### config.mk
export PLATFORM = sky130hd
export DESIGN_NAME = byte_escape_printer_flat
export DESIGN_NICKNAME = d
export VERILOG_FILES = /design/src/hdl/bep_pkg.sv /design/src/hdl/bep_in_if.sv /design/src/hdl/bep_out_if.sv /design/src/hdl/bep_encoder.sv /design/src/hdl/bep_serializer.sv /design/src/hdl/byte_escape_printer.sv /design/src/flat_wrapper.sv
export SDC_FILE = /design/constraint.sdc
export NUM_CORES = 1
export LEC_CHECK = 0
export BUFFER_PORTS_ARGS = -buffer_cell sky130_fd_sc_hd__buf_2
export CAP_MARGIN = 20
export CORE_AREA = 2 2 165 167
export CTS_CLUSTER_DIAMETER = 120
export CTS_CLUSTER_SIZE = 25
export DETAILED_ROUTE_END_ITERATION = 8
export DIE_AREA = 0 0 167 169
export GPL_TIMING_DRIVEN = 0
export HOLD_SLACK_MARGIN = 0.15
export SYNTH_ARGS = -nofsm -noshare
export SYNTH_HDL_FRONTEND = slang
export SYNTH_SLANG_ARGS = --single-unit
### constraint.sdc
create_clock -name clk_i -period 3.2 [get_ports clk_i]
set_clock_uncertainty 0.15 [all_clocks]
set_input_delay 0 -clock clk_i [delete_from_list [all_inputs] [get_ports clk_i]]
set_output_delay 0 -clock clk_i [all_outputs]
set_load 0.005 [all_outputs]
### src/hdl/bep_pkg.sv
// Shared types, constants and character tables for the byte escape printer.
// No dependencies; the encoder, serializer and top level refer to this package.
package bep_pkg;

  localparam int unsigned CapW = 16;
  localparam int unsigned CharW = 7;
  localparam int unsigned MaxSeq = 4;
  localparam int unsigned IdxW = $clog2(MaxSeq);
  localparam int unsigned LenW = $clog2(MaxSeq + 1);

  localparam logic [CapW-1:0] CAP_RESET = 16'd512;
  localparam logic [CapW-1:0] REQ_MAX = 16'hFFFF;
  localparam logic [CapW-1:0] REQ_START = 16'd1;

  localparam logic [CharW-1:0] CH_NUL = 7'h00;
  localparam logic [CharW-1:0] CH_BSLASH = 7'h5C;
  localparam logic [CharW-1:0] CH_X = 7'h78;

  localparam logic [LenW-1:0] LEN_PLAIN = 3'd1;
  localparam logic [LenW-1:0] LEN_SHORT = 3'd2;
  localparam logic [LenW-1:0] LEN_HEX = 3'd4;

  // One rendered escape, handed from the encoder to the serializer
  typedef struct packed {
    logic [MaxSeq-1:0][CharW-1:0] chars;
    logic [IdxW-1:0] last_idx;
    logic char_valid;
    logic [CapW-1:0] required;
  } seq_t;

  // Letter after the backslash for tab .. carriage return (low nibble 9..D)
  function automatic logic [CharW-1:0] ctrl_letter(input logic [3:0] nib);
    logic [CharW-1:0] c;
    case (nib)
      4'h9: c = 7'h74;  // t
      4'hA: c = 7'h6E;  // n
      4'hB: c = 7'h76;  // v
      4'hC: c = 7'h66;  // f
      4'hD: c = 7'h72;  // r
      default: c = 7'h74;
    endcase
    return c;
  endfunction

  // Uppercase hex digit
  function automatic logic [CharW-1:0] hex_digit(input logic [3:0] nib);
    logic [CharW-1:0] c;
    if (nib < 4'hA) begin
      c = 7'h30 + {3'b000, nib};
    end else begin
      c = 7'h37 + {3'b000, nib};
    end
    return c;
  endfunction

endpackage

### src/hdl/bep_in_if.sv
// Input channel of the byte escape printer: one raw byte per beat.
// Depends on nothing but plain logic types.
interface bep_in_if;
  logic valid;
  logic ready;
  logic [7:0] data_byte;
  logic new_string;

  modport source (output valid, output data_byte, output new_string, input ready);
  modport sink (input valid, input data_byte, input new_string, output ready);
endinterface

### src/hdl/bep_out_if.sv
// Output channel of the byte escape printer: one character result per beat.
// Depends on nothing but plain logic types.
interface bep_out_if;
  logic valid;
  logic ready;
  logic [6:0] out_char;
  logic char_valid;
  logic last_of_run;
  logic [15:0] required_total;

  modport source (output valid, output out_char, output char_valid,
                  output last_of_run, output required_total, input ready);
  modport sink (input valid, input out_char, input char_valid,
                input last_of_run, input required_total, output ready);
endinterface

### src/hdl/bep_encoder.sv
// Encoder stage: classifies each input byte, tracks space and required length,
// and registers the rendered escape. Depends on bep_pkg and bep_in_if.
module bep_encoder (
  input  logic                      clk_i,
  input  logic                      rst_ni,
  input  logic                      cfg_we_i,
  input  logic [bep_pkg::CapW-1:0]  cfg_wdata_i,
  bep_in_if.sink                    in_i,
  output bep_pkg::seq_t             seq_o,
  output logic                      seq_valid_o,
  input  logic                      seq_take_i
);

  logic [bep_pkg::CapW-1:0] cap_q;
  logic [bep_pkg::CapW-1:0] space_left_q, space_left_d;
  logic [bep_pkg::CapW-1:0] required_q, required_d;
  logic                     seq_valid_q;
  bep_pkg::seq_t            seq_q, seq_d;

  logic [bep_pkg::CapW-1:0] sl, rc;
  logic [bep_pkg::CapW:0]   sum;
  logic [bep_pkg::LenW-1:0] len;
  logic                     fits;
  logic                     accept;
  logic [7:0]               b;

  assign accept = in_i.valid && in_i.ready;
  assign in_i.ready = !seq_valid_q || seq_take_i;

  // Render the byte and work out the counter updates
  always_comb begin
    b = in_i.data_byte;
    sl = in_i.new_string ? cap_q : space_left_q;
    rc = in_i.new_string ? bep_pkg::REQ_START : required_q;
    seq_d = '0;
    if (b inside {[8'h09:8'h0D]}) begin
      len = bep_pkg::LEN_SHORT;
      seq_d.chars[0] = bep_pkg::CH_BSLASH;
      seq_d.chars[1] = bep_pkg::ctrl_letter(b[3:0]);
    end else if (b == 8'h5C) begin
      len = bep_pkg::LEN_SHORT;
      seq_d.chars[0] = bep_pkg::CH_BSLASH;
      seq_d.chars[1] = bep_pkg::CH_BSLASH;
    end else if (b inside {[8'h20:8'h7E]}) begin
      len = bep_pkg::LEN_PLAIN;
      seq_d.chars[0] = b[6:0];
    end else begin
      len = bep_pkg::LEN_HEX;
      seq_d.chars[0] = bep_pkg::CH_BSLASH;
      seq_d.chars[1] = bep_pkg::CH_X;
      seq_d.chars[2] = bep_pkg::hex_digit(b[7:4]);
      seq_d.chars[3] = bep_pkg::hex_digit(b[3:0]);
    end

    // Saturating required length
    sum = {1'b0, rc} + {{(bep_pkg::CapW + 1 - bep_pkg::LenW){1'b0}}, len};
    required_d = sum[bep_pkg::CapW] ? bep_pkg::REQ_MAX : sum[bep_pkg::CapW-1:0];

    // Escape is written only if it leaves room for the terminator
    fits = sl > {{(bep_pkg::CapW - bep_pkg::LenW){1'b0}}, len};
    if (fits) begin
      space_left_d = sl - {{(bep_pkg::CapW - bep_pkg::LenW){1'b0}}, len};
      seq_d.last_idx = bep_pkg::IdxW'(len - 1'b1);
      seq_d.char_valid = 1'b1;
    end else begin
      space_left_d = sl;
      seq_d.chars = '0;
      seq_d.chars[0] = bep_pkg::CH_NUL;
      seq_d.last_idx = '0;
      seq_d.char_valid = 1'b0;
    end
    seq_d.required = required_d;
  end

  // Control state and counters
  always_ff @(posedge clk_i or negedge rst_ni) begin
    if (!rst_ni) begin
      cap_q <= bep_pkg::CAP_RESET;
      space_left_q <= bep_pkg::CAP_RESET;
      required_q <= bep_pkg::REQ_START;
      seq_valid_q <= 1'b0;
    end else begin
      if (cfg_we_i) begin
        cap_q <= cfg_wdata_i;
      end
      if (accept) begin
        space_left_q <= space_left_d;
        required_q <= required_d;
        seq_valid_q <= 1'b1;
      end else if (seq_take_i) begin
        seq_valid_q <= 1'b0;
      end
    end
  end

  // Rendered escape, payload only
  always_ff @(posedge clk_i) begin
    if (accept) begin
      seq_q <= seq_d;
    end
  end

  assign seq_o = seq_q;
  assign seq_valid_o = seq_valid_q;

  // A skipped escape leaves the space counter unchanged, or at the capacity on a restart
  a_skip_keeps_space: assert property (@(posedge clk_i) disable iff (!rst_ni)
    accept && !fits |=> space_left_q == $past(sl))
    else $error("space changed on skipped escape");

  // Required length never drops to zero
  a_required_nonzero: assert property (@(posedge clk_i) disable iff (!rst_ni)
    required_q != '0)
    else $error("required length is zero");

endmodule

### src/hdl/bep_serializer.sv
// Serializer stage: steps through a rendered escape one character per cycle,
// while the output is not stalled, into the output register. Depends on bep_pkg and bep_out_if.
module bep_serializer (
  input  logic           clk_i,
  input  logic           rst_ni,
  input  bep_pkg::seq_t  seq_i,
  input  logic           seq_valid_i,
  output logic           seq_take_o,
  bep_out_if.source      out_o
);

  logic [bep_pkg::IdxW-1:0]  idx_q, idx_d;
  logic                      out_valid_q;
  logic [bep_pkg::CharW-1:0] char_q;
  logic                      char_valid_q;
  logic                      last_q;
  logic [bep_pkg::CapW-1:0]  required_q;

  logic out_load;
  logic move;
  logic at_last;

  // Output register takes a beat when empty or being drained
  assign out_load = !out_valid_q || out_o.ready;
  assign move = seq_valid_i && out_load;
  assign at_last = idx_q == seq_i.last_idx;
  assign seq_take_o = move && at_last;
  assign idx_d = at_last ? '0 : idx_q + 1'b1;

  always_ff @(posedge clk_i or negedge rst_ni) begin
    if (!rst_ni) begin
      idx_q <= '0;
      out_valid_q <= 1'b0;
    end else begin
      if (move) begin
        idx_q <= idx_d;
      end
      if (out_load) begin
        out_valid_q <= seq_valid_i;
      end
    end
  end

  // Result payload
  always_ff @(posedge clk_i) begin
    if (move) begin
      char_q <= seq_i.chars[idx_q];
      char_valid_q <= seq_i.char_valid;
      last_q <= at_last;
      required_q <= seq_i.required;
    end
  end

  assign out_o.valid = out_valid_q;
  assign out_o.out_char = char_q;
  assign out_o.char_valid = char_valid_q;
  assign out_o.last_of_run = last_q;
  assign out_o.required_total = required_q;

  // Index stays inside the escape being sent
  a_idx_in_range: assert property (@(posedge clk_i) disable iff (!rst_ni)
    seq_valid_i |-> idx_q <= seq_i.last_idx)
    else $error("character index past end of escape");

  // A skipped escape is a single closing beat
  a_skip_is_last: assert property (@(posedge clk_i) disable iff (!rst_ni)
    out_valid_q && !char_valid_q |-> last_q && char_q == bep_pkg::CH_NUL)
    else $error("skipped escape beat malformed");

  // Index returns to zero whenever an escape is released
  a_idx_rewinds: assert property (@(posedge clk_i) disable iff (!rst_ni)
    seq_take_o |=> idx_q == '0)
    else $error("index not rewound after escape");

endmodule

### src/hdl/byte_escape_printer.sv
// Top level of the byte escape printer: encoder stage feeding a serializer.
// Depends on bep_pkg, bep_in_if, bep_out_if, bep_encoder and bep_serializer.
//
// Usage: each beat on in_i carries one raw byte and a new_string flag that
// restarts the space and required-length counters before that byte. Each beat
// on out_o carries one character result; the last beat caused by a byte has
// last_of_run set. A byte gives 1, 2 or 4 characters, or a single beat with
// char_valid low when its escape does not fit the remaining space.
// cfg_we_i/cfg_wdata_i write the output capacity (reset 512); it takes effect
// at the next new_string. Write it only while the block is idle.
// Flow: a byte is registered in the encoder as a rendered escape, then each of its
// characters is registered in the serializer's output register. Throughput: one
// character per cycle while the receiver does not stall; the serializer steps
// through the escape characters. The next byte is accepted while the last
// character of the current one moves to the output register.
// Reset: capacity and space left return to 512, required length to 1, both
// channels empty. When the receiver stalls, the output register holds its
// beat, and after one rendered escape is buffered in_i.ready drops.
module byte_escape_printer (
  input  logic                      clk_i,
  input  logic                      rst_ni,
  input  logic                      cfg_we_i,
  input  logic [bep_pkg::CapW-1:0]  cfg_wdata_i,
  bep_in_if.sink                    in_i,
  bep_out_if.source                 out_o
);

  bep_pkg::seq_t seq;
  logic          seq_valid;
  logic          seq_take;

  bep_encoder u_encoder (
    .clk_i       (clk_i),
    .rst_ni      (rst_ni),
    .cfg_we_i    (cfg_we_i),
    .cfg_wdata_i (cfg_wdata_i),
    .in_i        (in_i),
    .seq_o       (seq),
    .seq_valid_o (seq_valid),
    .seq_take_i  (seq_take)
  );

  bep_serializer u_serializer (
    .clk_i       (clk_i),
    .rst_ni      (rst_ni),
    .seq_i       (seq),
    .seq_valid_i (seq_valid),
    .seq_take_o  (seq_take),
    .out_o       (out_o)
  );

endmodule
### src/flat_wrapper.sv
// flat-port wrapper written by rule: the top's interface ports become plain ports
module byte_escape_printer_flat 
  (clk_i, rst_ni, cfg_we_i, cfg_wdata_i, in_i_valid, in_i_data_byte, in_i_new_string, in_i_ready, out_o_valid, out_o_out_char, out_o_char_valid, out_o_last_of_run, out_o_required_total, out_o_ready);
  bep_in_if in_i_i ();
  bep_out_if out_o_i ();
  input  logic clk_i;
  input  logic rst_ni;
  input  logic cfg_we_i;
  input  logic [bep_pkg::CapW-1:0] cfg_wdata_i;
  input wire logic [$bits(in_i_i.valid)-1:0] in_i_valid;
  input wire logic [$bits(in_i_i.data_byte)-1:0] in_i_data_byte;
  input wire logic [$bits(in_i_i.new_string)-1:0] in_i_new_string;
  output wire logic [$bits(in_i_i.ready)-1:0] in_i_ready;
  output wire logic [$bits(out_o_i.valid)-1:0] out_o_valid;
  output wire logic [$bits(out_o_i.out_char)-1:0] out_o_out_char;
  output wire logic [$bits(out_o_i.char_valid)-1:0] out_o_char_valid;
  output wire logic [$bits(out_o_i.last_of_run)-1:0] out_o_last_of_run;
  output wire logic [$bits(out_o_i.required_total)-1:0] out_o_required_total;
  input wire logic [$bits(out_o_i.ready)-1:0] out_o_ready;
  assign in_i_i.valid = in_i_valid;
  assign in_i_i.data_byte = in_i_data_byte;
  assign in_i_i.new_string = in_i_new_string;
  assign in_i_ready = in_i_i.ready;
  assign out_o_valid = out_o_i.valid;
  assign out_o_out_char = out_o_i.out_char;
  assign out_o_char_valid = out_o_i.char_valid;
  assign out_o_last_of_run = out_o_i.last_of_run;
  assign out_o_required_total = out_o_i.required_total;
  assign out_o_i.ready = out_o_ready;
  byte_escape_printer u_core (.clk_i(clk_i), .rst_ni(rst_ni), .cfg_we_i(cfg_we_i), .cfg_wdata_i(cfg_wdata_i), .in_i(in_i_i), .out_o(out_o_i));
endmodule
==> results by group, run 1 <==
Run status
  • Status: complete, no violations

Worst setup path
  • Kind of critical path: input pin to flip-flop
  • Worst reg2reg endpoint: u_core.u_encoder.space_left_q[13]
  • Crit path required time: 3350 ps
  • Setup crit end kind: flip-flop
  • R2R setup slack: 130 ps
  • FF-to-FF Start: u_core.u_encoder.space_left_q[13]
  • Crit. path cell count: 17
  • Cell family with most CP delay: simple AND/OR/NAND/NOR gates
  • Reg2reg path depth: 9
  • Critical Path Fanout Max: 6
  • Worst path buffer plus inverter count: 4
  • Critical-path cell list: buf_8 -> inv_16 -> ha_4 -> or3b_4 -> or3_4 -> o21ai_4 -> or2_4 -> inv_4 -> ha_4 -> nand3_1 -> or4_4 -> a311oi_4 -> or2_4 -> buf_8 -> nor3_1 -> xor2_1 -> a221o_1
  • Worst Setup Start Kind: input pin
  • Worst path arrival time: 3270 ps
  • Slowest stage delay, CP: 440 ps
  • Slowest stage cell, crit path: or4_4

Placed design
  • Cell Area, Placed: 7380 um2
  • Final Wtd Congestion: 0.879
  • Number of port buffers: 54
  • Final HPWL DP: 11200 um

Layout
  • P&R area growth vs syn: 36.4%
  • Most frequent cells in the layout: edfxtp_1, dlygate4sd3_1, buf_2
  • Fin nets: 793
  • Inserted Diodes: 0
  • Commonest non-fill, non-tap cell in the layout: edfxtp_1
  • Share of layout cells above drive strength 1: 0.267
  • Design area: 8920 um2

Timing
  • Final min period: 3120 ps
  • Achievable clock frequency: 321 MHz
  • Max-slew headroom: 0.375
  • Total negative setup slack: 0 ps
  • Fin. Hold Viols: 0
  • Worst-Margin Slew: 937 ps
  • Period utilization: 0.974
  • Setup Viol. Count Final: 0
  • Worst Hold Slack: 185 ps
  • RSZ-0062 raised after global routing: true
  • Max-slew violations: 0

Die
  • Chip width: 167 um
  • I/O pin cnt: 57
  • Core box area: 26500 um2
  • Die Ht: 169 um
  • Initial core utilization: 0.247
  • Std-Cell Rows: 60
  • Die area: 28200 um2

GRT
  • Total grt overflow: 0
  • Global-route wire length before repair: 27700 um
  • Total Routing Usage GR: 0.123
  • Number of global-route vias before repair: 5162
  • Largest net degree at the start of global routing: 39
  • Antenna violations before repair: 0

Detailed routing
  • Wire per inst: 15.6 um
  • Post-route ant nets: 0
  • DR DRC count: 0
  • Routed wire length: 17200 um
  • Routed vias/inst: 4.75
  • Initial DRC Count: 323
  • Pre-antenna DRT Iters: 6
  • Via count: 5237

Synth
  • Area leader, netlist: edfxtp_1
  • Post-synth net total: 637
  • Top FF cell, synth: edfxtp_1
  • Ys Warns: 0
  • Sequential-to-total area share from yosys stat: 0.526
  • Synthesized area: 6540 um2
  • Synth top area cells: edfxtp_1, dfrtp_1, mux2_2, ha_1, nand2_1
  • Synth top area share: 0.326
  • Syn Inst Count: 592
  • Number of synthesized flops with an enable pin: 71
  • Asr flop ratio synth: 0.423
  • Post-synth cell types: 69
  • Yosys reg bits: 123
  • Syn_area_per_cell: 11.0 um2

Clocking
  • Worst-skew pair later-pin latency: 430 ps
  • CTS sink cnt: 123
  • Reg clk slew, reported paths: 60 ps
  • CTS tree: yes
  • Clk buf depth: 2
  • Number of H-tree levels: 4
  • Clk root buf: clkbuf_16
  • Cts bufs inserted: 17

Power and ir drop
  • Power Internal: 3.93 mW
  • Max VDD drop: 0.451 mV
  • Pwr Total: 5.81 mW
  • Pwr/cell area: 651 nW/um2
  • NetSw: 1.88 mW
  • Combinational fraction of design power: 0.263
  • P_leak: 3.48 nW
  • Net Sw Frac: 0.324
  • Flop pwr share: 0.409
  • Clock power frac: 0.328

Min path
  • Hold depth: 4
  • Hold Crit Class: input pin to flip-flop
  • Hold EP: u_core.u_encoder.cap_q[14]
  • Hold Crit Start: cfg_we_i

Run
  • Max-Cap Viols: 0
## cell type report
class,instances,area [um2]
multi-input combinational,418,3070
timing repair buffer,139,1130
fill,2613,17600
clock buffer,17,425
sequential,123,3440
clock inverter,15,153
buffer,25,144
inverter,24,133
tap,341,427
## metrics by stage
stage                     setup WS (ps)  utilization  cells
final                              83.0        0.337   1102
after global routing              -73.6        0.337   1102
after CTS                          2.69        0.328   1088
after detailed placement          -1250        0.279    989
after global placement            -1240        0.277    987
after floorplan                    -400            -    592
## per-layer routing
metal	GRT usage	routed length, um
met5	0	0
met2	0.200	8170
met1	0.160	7620
met4	0.0454	376
met3	0.0278	1040
## worst max path at each step
stage / startpoint / endpoint
after floorplan: in_i_data_byte[4] / u_core.u_encoder.space_left_q[5]
after global placement: in_i_data_byte[1] / u_core.u_encoder.seq_o[36]
after detailed placement: in_i_new_string / u_core.u_encoder.required_q[13]
after CTS: u_core.u_serializer.idx_q[0] / u_core.u_encoder.space_left_q[7]
after global routing: in_i_data_byte[0] / u_core.u_encoder.space_left_q[13]
final: in_i_data_byte[4] / u_core.u_encoder.space_left_q[13]
## synthesized netlist by cell type (6+ instances only)
cell type / count
o211ai_1: 6
nor2_1: 49
nor2b_1: 9
nand3_1: 18
edfxtp_1: 71
mux2_2: 23
xnor2_1: 12
xor2_1: 13
mux2i_1: 15
a21oi_1: 29
clkbuf_1: 18
nor3_1: 23
ha_1: 15
and3_1: 12
or3_1: 7
nand2_1: 50
dfrtp_1: 49
mux4_2: 6
nand2b_1: 15
inv_1: 23
o21ai_0: 28
## state kept, by name, summed over array words and instances, names as in the netlist
register                                  count
u_core.u_encoder.cap_q                       16
u_core.u_encoder.required_q                  16
u_core.u_encoder.seq_o                       46
u_core.u_encoder.seq_valid_o                  1
u_core.u_encoder.space_left_q                16
u_core.u_serializer.idx_q                     2
u_core.u_serializer.out_o.char_valid          1
u_core.u_serializer.out_o.last_of_run         1
u_core.u_serializer.out_o.out_char            7
u_core.u_serializer.out_o.required_total     16
u_core.u_serializer.out_o.valid               1
## power by group through the flow
stage          Combinational [mW]  Sequential, mW  Clock, mW
2_1_floorplan               0.931            2.36          0
4_1_cts                      1.47            2.37       1.93
3_3_place_gp                 1.32            2.40          0
5_1_grt                      1.69            2.43       2.00
3_5_place_dp                 1.37            2.40          0
6_report                     1.52            2.38       1.91
## kinds of logic after synthesis
group	Yosys count	share of synthesized area
buffers and inverters	51	0.0323
adder cells (fa/ha/maj)	15	0.0287
AND/OR/NAND/NOR	222	0.180
flip-flops	123	0.526
AO/OA/AOI/OAI	112	0.117
multiplexers	44	0.0832
XOR/XNOR	25	0.0335
## worst reg2reg max path: stages, from the launching register on
cell	delay (ps)
dfrtp_1	410
nor4_1	460
a22oi_1	210
or4_4	590
a311oi_4	240
or2_4	200
buf_8	130
nor3_1	60
xor2_1	190
a221o_1	320
## what timing repair did
item	4_1_cts	5_1_grt
pin swaps	9	10
cloned	0	0
setup buffers	7	14
gates resized for setup	24	32
hold buffers	62	0
endpoints found under the hold margin	102	0
endpoints found under the setup margin	76	100
Note: power is estimated with default switching activity, not from simulation.
==> run 2: changes to the inputs <==
--- a/config.mk
+++ b/config.mk
@@ -7,11 +7,11 @@
 export LEC_CHECK = 0
 export BUFFER_PORTS_ARGS = -buffer_cell sky130_fd_sc_hd__buf_2
 export CAP_MARGIN = 20
-export CORE_AREA = 2 2 165 167
+export CORE_AREA = 2 2 136 204
 export CTS_CLUSTER_DIAMETER = 120
 export CTS_CLUSTER_SIZE = 25
 export DETAILED_ROUTE_END_ITERATION = 8
-export DIE_AREA = 0 0 167 169
+export DIE_AREA = 0 0 138 206
 export GPL_TIMING_DRIVEN = 0
 export HOLD_SLACK_MARGIN = 0.15
 export SYNTH_ARGS = -nofsm -noshare
==> constraint.sdc (replaced) <==
create_clock -name clk_i -period 3.2 [get_ports clk_i]
set_clock_uncertainty 0.15 [all_clocks]
set_input_delay 0 -clock clk_i [delete_from_list [all_inputs] [get_ports clk_i]]
set_output_delay 0 -clock clk_i [all_outputs]
set_load 0.02 [all_outputs]
==> run 2 against run 1 <==
  * Cell count decreased by 0.64%
  * Worst setup slack got worse by 92 ps
  * Largest power group unchanged
  * Highest routed layer unchanged
  * Total power rose by 0.60%
  * Die area rose by 0.73%
  * Critical path depth did not move
  * Cell area is 0.86% lower
  * The flow now finishes with violations (setup timing)
==> results by group, run 2 (synthesis gave the netlist of run 1 again) <==
Detailed routing
  • Initial DRC Count: 241 (-25%)
  • Routed wire length: 17100 um (-0.79%)
  • Wire per inst: 15.6 um (-0.16%)
  • Routed vias/inst: 4.71 (-0.80%)
  • Post-route ant nets: 0 (unchanged)
  • Via count: 5162 (-1.4%)
  • DR DRC count: 0 (unchanged)
  • Pre-antenna DRT Iters: 4 (-2)

Die
  • I/O pin cnt: 57 (unchanged)
  • Chip width: 138 um (-17%)
  • Initial core utilization: 0.244 (-0.00322)
  • Die area: 28400 um2 (+0.73%)
  • Die Ht: 206 um (+22%)
  • Std-Cell Rows: 74 (+23%)
  • Core box area: 26900 um2 (+1.3%)

Min path
  • Hold Crit Class: input pin to flip-flop
  • Hold Crit Start: in_i_new_string
  • Hold EP: u_core.u_encoder.space_left_q[15]
  • Hold depth: 5 (+1)

Clocking
  • Worst-skew pair later-pin latency: 420 ps (about the same)
  • Reg clk slew, reported paths: 60 ps (about the same)
  • Number of H-tree levels: 4 (unchanged)
  • Cts bufs inserted: 17 (unchanged)
  • Clk buf depth: 2 (unchanged)
  • CTS sink cnt: 123 (unchanged)
  • Clk root buf: clkbuf_16
  • CTS tree: yes

Power and ir drop
  • P_leak: 3.45 nW (-0.88%)
  • Pwr Total: 5.84 mW (+0.60%)
  • Pwr/cell area: 660 nW/um2 (+1.5%)
  • Max VDD drop: 0.322 mV (-29%)

Timing
  • Setup Viol. Count Final: 1 (+1)
  • Fin. Hold Viols: 0 (unchanged)
  • Period utilization: 1.00 (+0.0287)
  • Final Worst Setup Slack: -8.86 ps (-91.9 ps)
  • Max-slew violations: 0 (unchanged)
  • Max-slew headroom: 0.332 (-0.0422)
  • Final min period: 3210 ps (+91.9 ps)
  • Worst-Margin Slew: 1000 ps (+63.2 ps)
  • RSZ-0062 raised after global routing: true
  • Achievable clock frequency: 312 MHz (-2.9%)

Run status
  • Failing checks: setup timing
  • Status: finished with violations

Placed design
  • Setup WS pre-CTS: -1300 ps (-55.0 ps)
  • Number of port buffers: 54 (unchanged)
  • Final Wtd Congestion: 0.881 (+0.25%)
  • Final HPWL DP: 11900 um (+6.2%)

Worst setup path
  • Worst path arrival time: 3370 ps (+100 ps)
  • Kind of critical path: input pin to flip-flop
  • Slowest stage delay, CP: 500 ps (+60 ps)
  • Setup crit end kind: flip-flop
  • Worst path buffer plus inverter count: 4 (unchanged)
  • Critical Path Fanout Max: 8 (+2)
  • Worst reg2reg endpoint: u_core.u_encoder.seq_o[41]
  • Critical-path cell list: buf_12 -> inv_16 -> ha_4 -> or3b_4 -> or3_4 -> o21ai_4 -> or2_4 -> inv_4 -> ha_4 -> nand3_2 -> or4_4 -> a311oi_4 -> or2_4 -> buf_12 -> nor4_4 -> xor2_1 -> a221o_1
  • Worst Setup Start Kind: input pin
  • Reg2reg path depth: 15 (+6)
  • Cell family with most CP delay: simple AND/OR/NAND/NOR gates
  • Slowest stage cell, crit path: or4_4
  • Crit path required time: 3360 ps (about the same)
  • FF-to-FF Start: u_core.u_encoder.cap_q[1]
  • R2R setup slack: 60 ps (-70 ps)

Run
  • Max-Cap Viols: 0 (unchanged)

Layout
  • Multi-input logic area: 3050 um2 (-0.49%)
  • Commonest non-fill, non-tap cell in the layout: edfxtp_1
  • Max reg flops: 46 (unchanged)
  • Filler instances: 2672 (+2.3%)
  • P&R area growth vs syn: 35.3%
  • Inserted Diodes: 0 (unchanged)
  • Register Area: 3440 um2 (unchanged)
  • Most frequent cells in the layout: edfxtp_1, dlygate4sd3_1, buf_2
  • Fin nets: 785 (-1.0%)
  • Share of layout cells above drive strength 1: 0.259 (-0.00779)

GRT
  • Largest net degree at the start of global routing: 31 (-21%)
  • Total grt overflow: 0 (unchanged)
  • Number of global-route vias before repair: 5298 (+2.6%)
  • Antenna violations before repair: 0 (unchanged)
  • Global-route wire length before repair: 27900 um (+0.80%)
  • Total Routing Usage GR: 0.124 (+0.00187)
[run 2: changes by cell type in the layout (fill, tap and decap cells not counted), sizes merged]
cell / before / now
inv: 32 / 26
buf: 86 / 82
clkinv: 4 / 8
dlygate4sd3: 61 / 57
clkbuf: 33 / 36
dlymetal6s4s: 1 / 0
[run 2: final cells by class]
cell class / count / share of cell area
Multi-Input combinational cell: 418 / 0.345
Buffer: 24 / 0.0168
Timing Repair Buffer: 132 / 0.122
Sequential cell: 123 / 0.389
Clock buffer: 19 / 0.0514
Tap cell: 342 / 0.0484
Clock inverter: 13 / 0.0133
Inverter: 24 / 0.0140
[run 2: per-layer routing]
layer / track usage / wire length, um
met1: 0.129 / 6400
met2: 0.228 / 9200
met3: 0.0241 / 661
met4: 0.0845 / 822
met5: 0 / 0
[run 2: repair_timing]
item                       4_1_cts  5_1_grt
resized for setup               23       21
setup buffers                   10        8
hold buffers                    58        0
pin swaps                        9       13
setup endpoints to repair       76       95
hold endpoints to repair       101        0
[run 2: per-stage QoR]
step | util | hold slack (ps) | setup TNS (ps) | std cells | instance area (um2)
5_1_grt | 0.329 | 188 | -189 | 1095 | 8840
6_report | 0.329 | 168 | -8.86 | 1095 | 8840
4_1_cts | 0.325 | 154 | 0 | 1088 | 8710
2_1_floorplan | - | -446 | -7960 | 592 | 6660
3_3_place_gp | 0.274 | 69.2 | -89570 | 988 | 7350
3_5_place_dp | 0.275 | -72.1 | -81030 | 990 | 7390
[run 2: where the power goes]
| part | switching (mW) | total, mW | internal (mW) | leakage, nW |
|---|---|---|---|---|
| Sequential | 0.226 | 2.38 | 2.15 | 1.27 |
| Clock | 0.728 | 1.84 | 1.11 | 0.279 |
| Combinational | 0.949 | 1.62 | 0.673 | 1.90 |
| Total | 1.90 | 5.84 | 3.94 | 3.45 |
[run 2: worst max path at each step]
| stage | startpoint | to | slack, ps | cells past startpoint |
|---|---|---|---|---|
| floorplan | in_i_data_byte[4] | u_core.u_encoder.space_left_q[5] | -400 | 19 |
| global placement | in_i_new_string | u_core.u_encoder.seq_o[13] | -1340 | 14 |
| detailed placement | in_i_new_string | u_core.u_encoder.seq_o[13] | -1300 | 14 |
| CTS | in_i_data_byte[5] | u_core.u_encoder.space_left_q[11] | 20 | 16 |
| global route | in_i_data_byte[1] | u_core.u_encoder.space_left_q[11] | -110 | 16 |
| finish | in_i_data_byte[4] | u_core.u_encoder.space_left_q[11] | -9 | 17 |
[run 2: tightest hold or removal path, stage by stage]
cell,delay (ps)
buf_2,90
buf_2,240
nand2b_1,130
mux2i_1,140
a22oi_1,90
==> run 3: changes to the inputs <==
--- a/config.mk
+++ b/config.mk
@@ -7,11 +7,11 @@
 export LEC_CHECK = 0
 export BUFFER_PORTS_ARGS = -buffer_cell sky130_fd_sc_hd__buf_2
 export CAP_MARGIN = 20
-export CORE_AREA = 2 2 136 204
+export CORE_AREA = 2 2 148 186
 export CTS_CLUSTER_DIAMETER = 120
 export CTS_CLUSTER_SIZE = 25
 export DETAILED_ROUTE_END_ITERATION = 8
-export DIE_AREA = 0 0 138 206
+export DIE_AREA = 0 0 150 188
 export GPL_TIMING_DRIVEN = 0
 export HOLD_SLACK_MARGIN = 0.15
 export SYNTH_ARGS = -nofsm -noshare
==> run 3 against run 2 <==
  * The run still ends with setup timing left
  * Clock power rose by 4%
  * Hold slack better by 16 ps
  * Die area is 0.80% lower
  * Sequential share of layout area down 0.90 points
==> results by group, run 3 (synthesis gave the netlist of run 1 again) <==
Worst setup path
  • Crit path required time: 3210 ps (-150 ps)
  • Setup crit end kind: flip-flop
  • Kind of critical path: input pin to flip-flop
  • FF-to-FF Start: u_core.u_encoder.space_left_q[1]
  • Critical Path Fanout Max: 8 (unchanged)
  • Worst reg2reg endpoint: u_core.u_encoder.space_left_q[10]
  • Reg2reg path depth: 15 (unchanged)
  • Worst Setup Start Kind: input pin
  • R2R setup slack: 120 ps (+60 ps)
  • Worst path arrival time: 3250 ps (-120 ps)

Placed design
  • Final Wtd Congestion: 0.861 (-2.2%)
  • Setup WS pre-CTS: -1230 ps (+73.4 ps)
  • Final HPWL DP: 11500 um (-3.6%)
  • Number of port buffers: 54 (unchanged)

Power and ir drop
  • Flop pwr share: 0.401 (-0.006)
  • Pwr/cell area: 657 nW/um2 (-0.59%)
  • P_leak: 3.54 nW (+2.6%)
  • Max VDD drop: 0.423 mV (+31%)
  • Clock power frac: 0.321 (+0.006)
  • Combinational fraction of design power: 0.278 (about the same)
  • NetSw: 1.89 mW (-0.55%)
  • Power Internal: 4.05 mW (+2.9%)
  • Net Sw Frac: 0.318 (-0.00738)

Run
  • Max-Cap Viols: 0 (unchanged)

Min path
  • Hold Crit Start: cfg_we_i
  • Hold EP: u_core.u_encoder.cap_q[14]
  • Hold depth: 4 (-1)
  • Hold Crit Class: input pin to flip-flop

Run status
  • Failing checks: setup timing
  • Status: finished with violations

Layout
  • Share of layout cells above drive strength 1: 0.284 (+0.0251)
  • Inserted Diodes: 0 (unchanged)
  • Final core utilization: 0.342 (+0.0124)
  • Max reg flops: 46 (unchanged)
  • Most frequent cells in the layout: edfxtp_1, dlygate4sd3_1, buf_2
  • Fin nets: 796 (+1.4%)
  • P&R area growth vs syn: 38.5%
  • Commonest non-fill, non-tap cell in the layout: edfxtp_1
  • Filler instances: 2623 (-1.8%)

Detailed routing
  • Routed wire length: 17100 um (+0.23%)
  • Post-route ant nets: 0 (unchanged)
  • Initial DRC Count: 376 (+56%)
  • DR DRC count: 0 (unchanged)
  • Via count: 5162 (unchanged)
  • Pre-antenna DRT Iters: 4 (unchanged)
  • Routed vias/inst: 4.65 (-1.3%)
  • Wire per inst: 15.4 um (-1.0%)

Clocking
  • Number of H-tree levels: 4 (unchanged)
  • Clk root buf: clkbuf_16
  • Cts bufs inserted: 17 (unchanged)
  • CTS sink cnt: 123 (unchanged)
  • Clk buf depth: 2 (unchanged)
  • CTS tree: yes
  • Worst-skew pair later-pin latency: 410 ps (about the same)
  • Reg clk slew, reported paths: 60 ps (about the same)

GRT
  • Total grt overflow: 0 (unchanged)
  • Total Routing Usage GR: 0.121 (-0.00359)
  • Global-route wire length before repair: 26600 um (-4.8%)
  • Antenna violations before repair: 0 (unchanged)
  • Largest net degree at the start of global routing: 32 (+3.2%)
  • Number of global-route vias before repair: 5035 (-5.0%)

Timing
  • Setup Viol. Count Final: 4 (+3)
  • Fin. Hold Viols: 0 (unchanged)
  • Worst-Margin Slew: 992 ps (-8.84 ps)
  • Max-slew violations: 0 (unchanged)
  • RSZ-0062 raised after global routing: true
  • Final Worst Setup Slack: -37.7 ps (-28.9 ps)
  • Period utilization: 1.01 (+0.00902)
  • Achievable clock frequency: 309 MHz (-0.89%)
  • Max-slew headroom: 0.338 (+0.00590)
  • Final min period: 3240 ps (+28.9 ps)

Die
  • Std-Cell Rows: 67 (-9.5%)
  • Die area: 28200 um2 (-0.80%)
  • Initial core utilization: 0.247 (+0.00331)
  • Core box area: 26500 um2 (-1.3%)
  • Chip width: 150 um (+8.7%)
  • Die Ht: 188 um (-8.7%)
  • I/O pin cnt: 57 (unchanged)
## run 3: cell count changes in the layout (fill, tap and decap cells not counted), sizes merged
cell          before  now
dlymetal6s2s       0    1
bufinv             1    3
inv               26   23
dlygate4sd3       57   58
clkinv             8   10
clkbuf            36   34
buf               82   92
## run 3: repair_timing
action,4_1_cts,5_1_grt
buffers inserted,13,14
endpoints found under the setup margin,76,94
endpoints found under the hold margin,101,0
hold buffers,59,0
resized for setup,23,48
pin swaps,8,10
## run 3: worst max path at each step
stage	to	from	slack, ps	depth (start not counted)
global placement	u_core.u_encoder.required_q[13]	in_i_new_string	-1270	14
floorplan	u_core.u_encoder.space_left_q[5]	in_i_data_byte[4]	-400	19
global route	u_core.u_encoder.seq_o[36]	in_i_data_byte[1]	-100	19
CTS	u_core.u_encoder.space_left_q[13]	in_i_data_byte[0]	30	16
detailed placement	u_core.u_encoder.seq_o[36]	in_i_data_byte[1]	-1230	17
finish	u_core.u_encoder.seq_o[36]	in_i_data_byte[4]	-40	19
## run 3: power groups by stage
stage	Clock (mW)	Sequential (mW)	Combinational, mW
floorplan	0	2.47	0.943
global placement	0	2.40	1.44
detailed placement	0	2.40	1.49
CTS	1.94	2.38	1.60
global route	2.01	2.42	1.82
finish	1.91	2.38	1.65
## run 3: routing by layer
metal	vias up	global-route usage	routed length, um
li1	2502	-	-
met1	2514	0.141	7220
met2	116	0.215	8920
met3	30	0.0202	548
met4	0	0.0541	426
met5	-	0	0
## run 3: area by class of cell
| type | instances | area (um2) | share of cell area |
|---|---|---|---|
| sequential | 123 | 3440 | 0.380 |
| inverter | 24 | 136 | 0.0151 |
| clock inverter | 14 | 155 | 0.0171 |
| clock buffer | 18 | 429 | 0.0474 |
| tap | 345 | 432 | 0.0477 |
| multi-input combinational | 418 | 3120 | 0.344 |
| timing repair buffer | 143 | 1190 | 0.132 |
| buffer | 24 | 153 | 0.0169 |
## run 3: through the flow
step	instance area, um2	setup TNS [ps]	std cells	hold WS, ps	total power, mW
final	9050	-98.5	1109	184	5.94
after global routing	9050	-1210	1109	202	6.25
after CTS	8750	0	1095	164	5.92
after detailed placement	7400	-78530	993	-85.8	3.90
after global placement	7360	-88100	991	73.0	3.84
after floorplan	6660	-7960	592	-446	3.41
## run 3: worst max-delay path, stage by stage
cell	delay [ps]
buf_12	120
inv_16	50
ha_4	110
or3b_4	380
or3_4	370
o21ai_4	160
or2_4	150
inv_4	50
ha_4	260
nand3_2	50
or4_4	500
a311oi_4	250
or2_4	200
buf_12	120
buf_12	110
clkinv_8	70
nand2_8	80
inv_4	40
and3_4	160
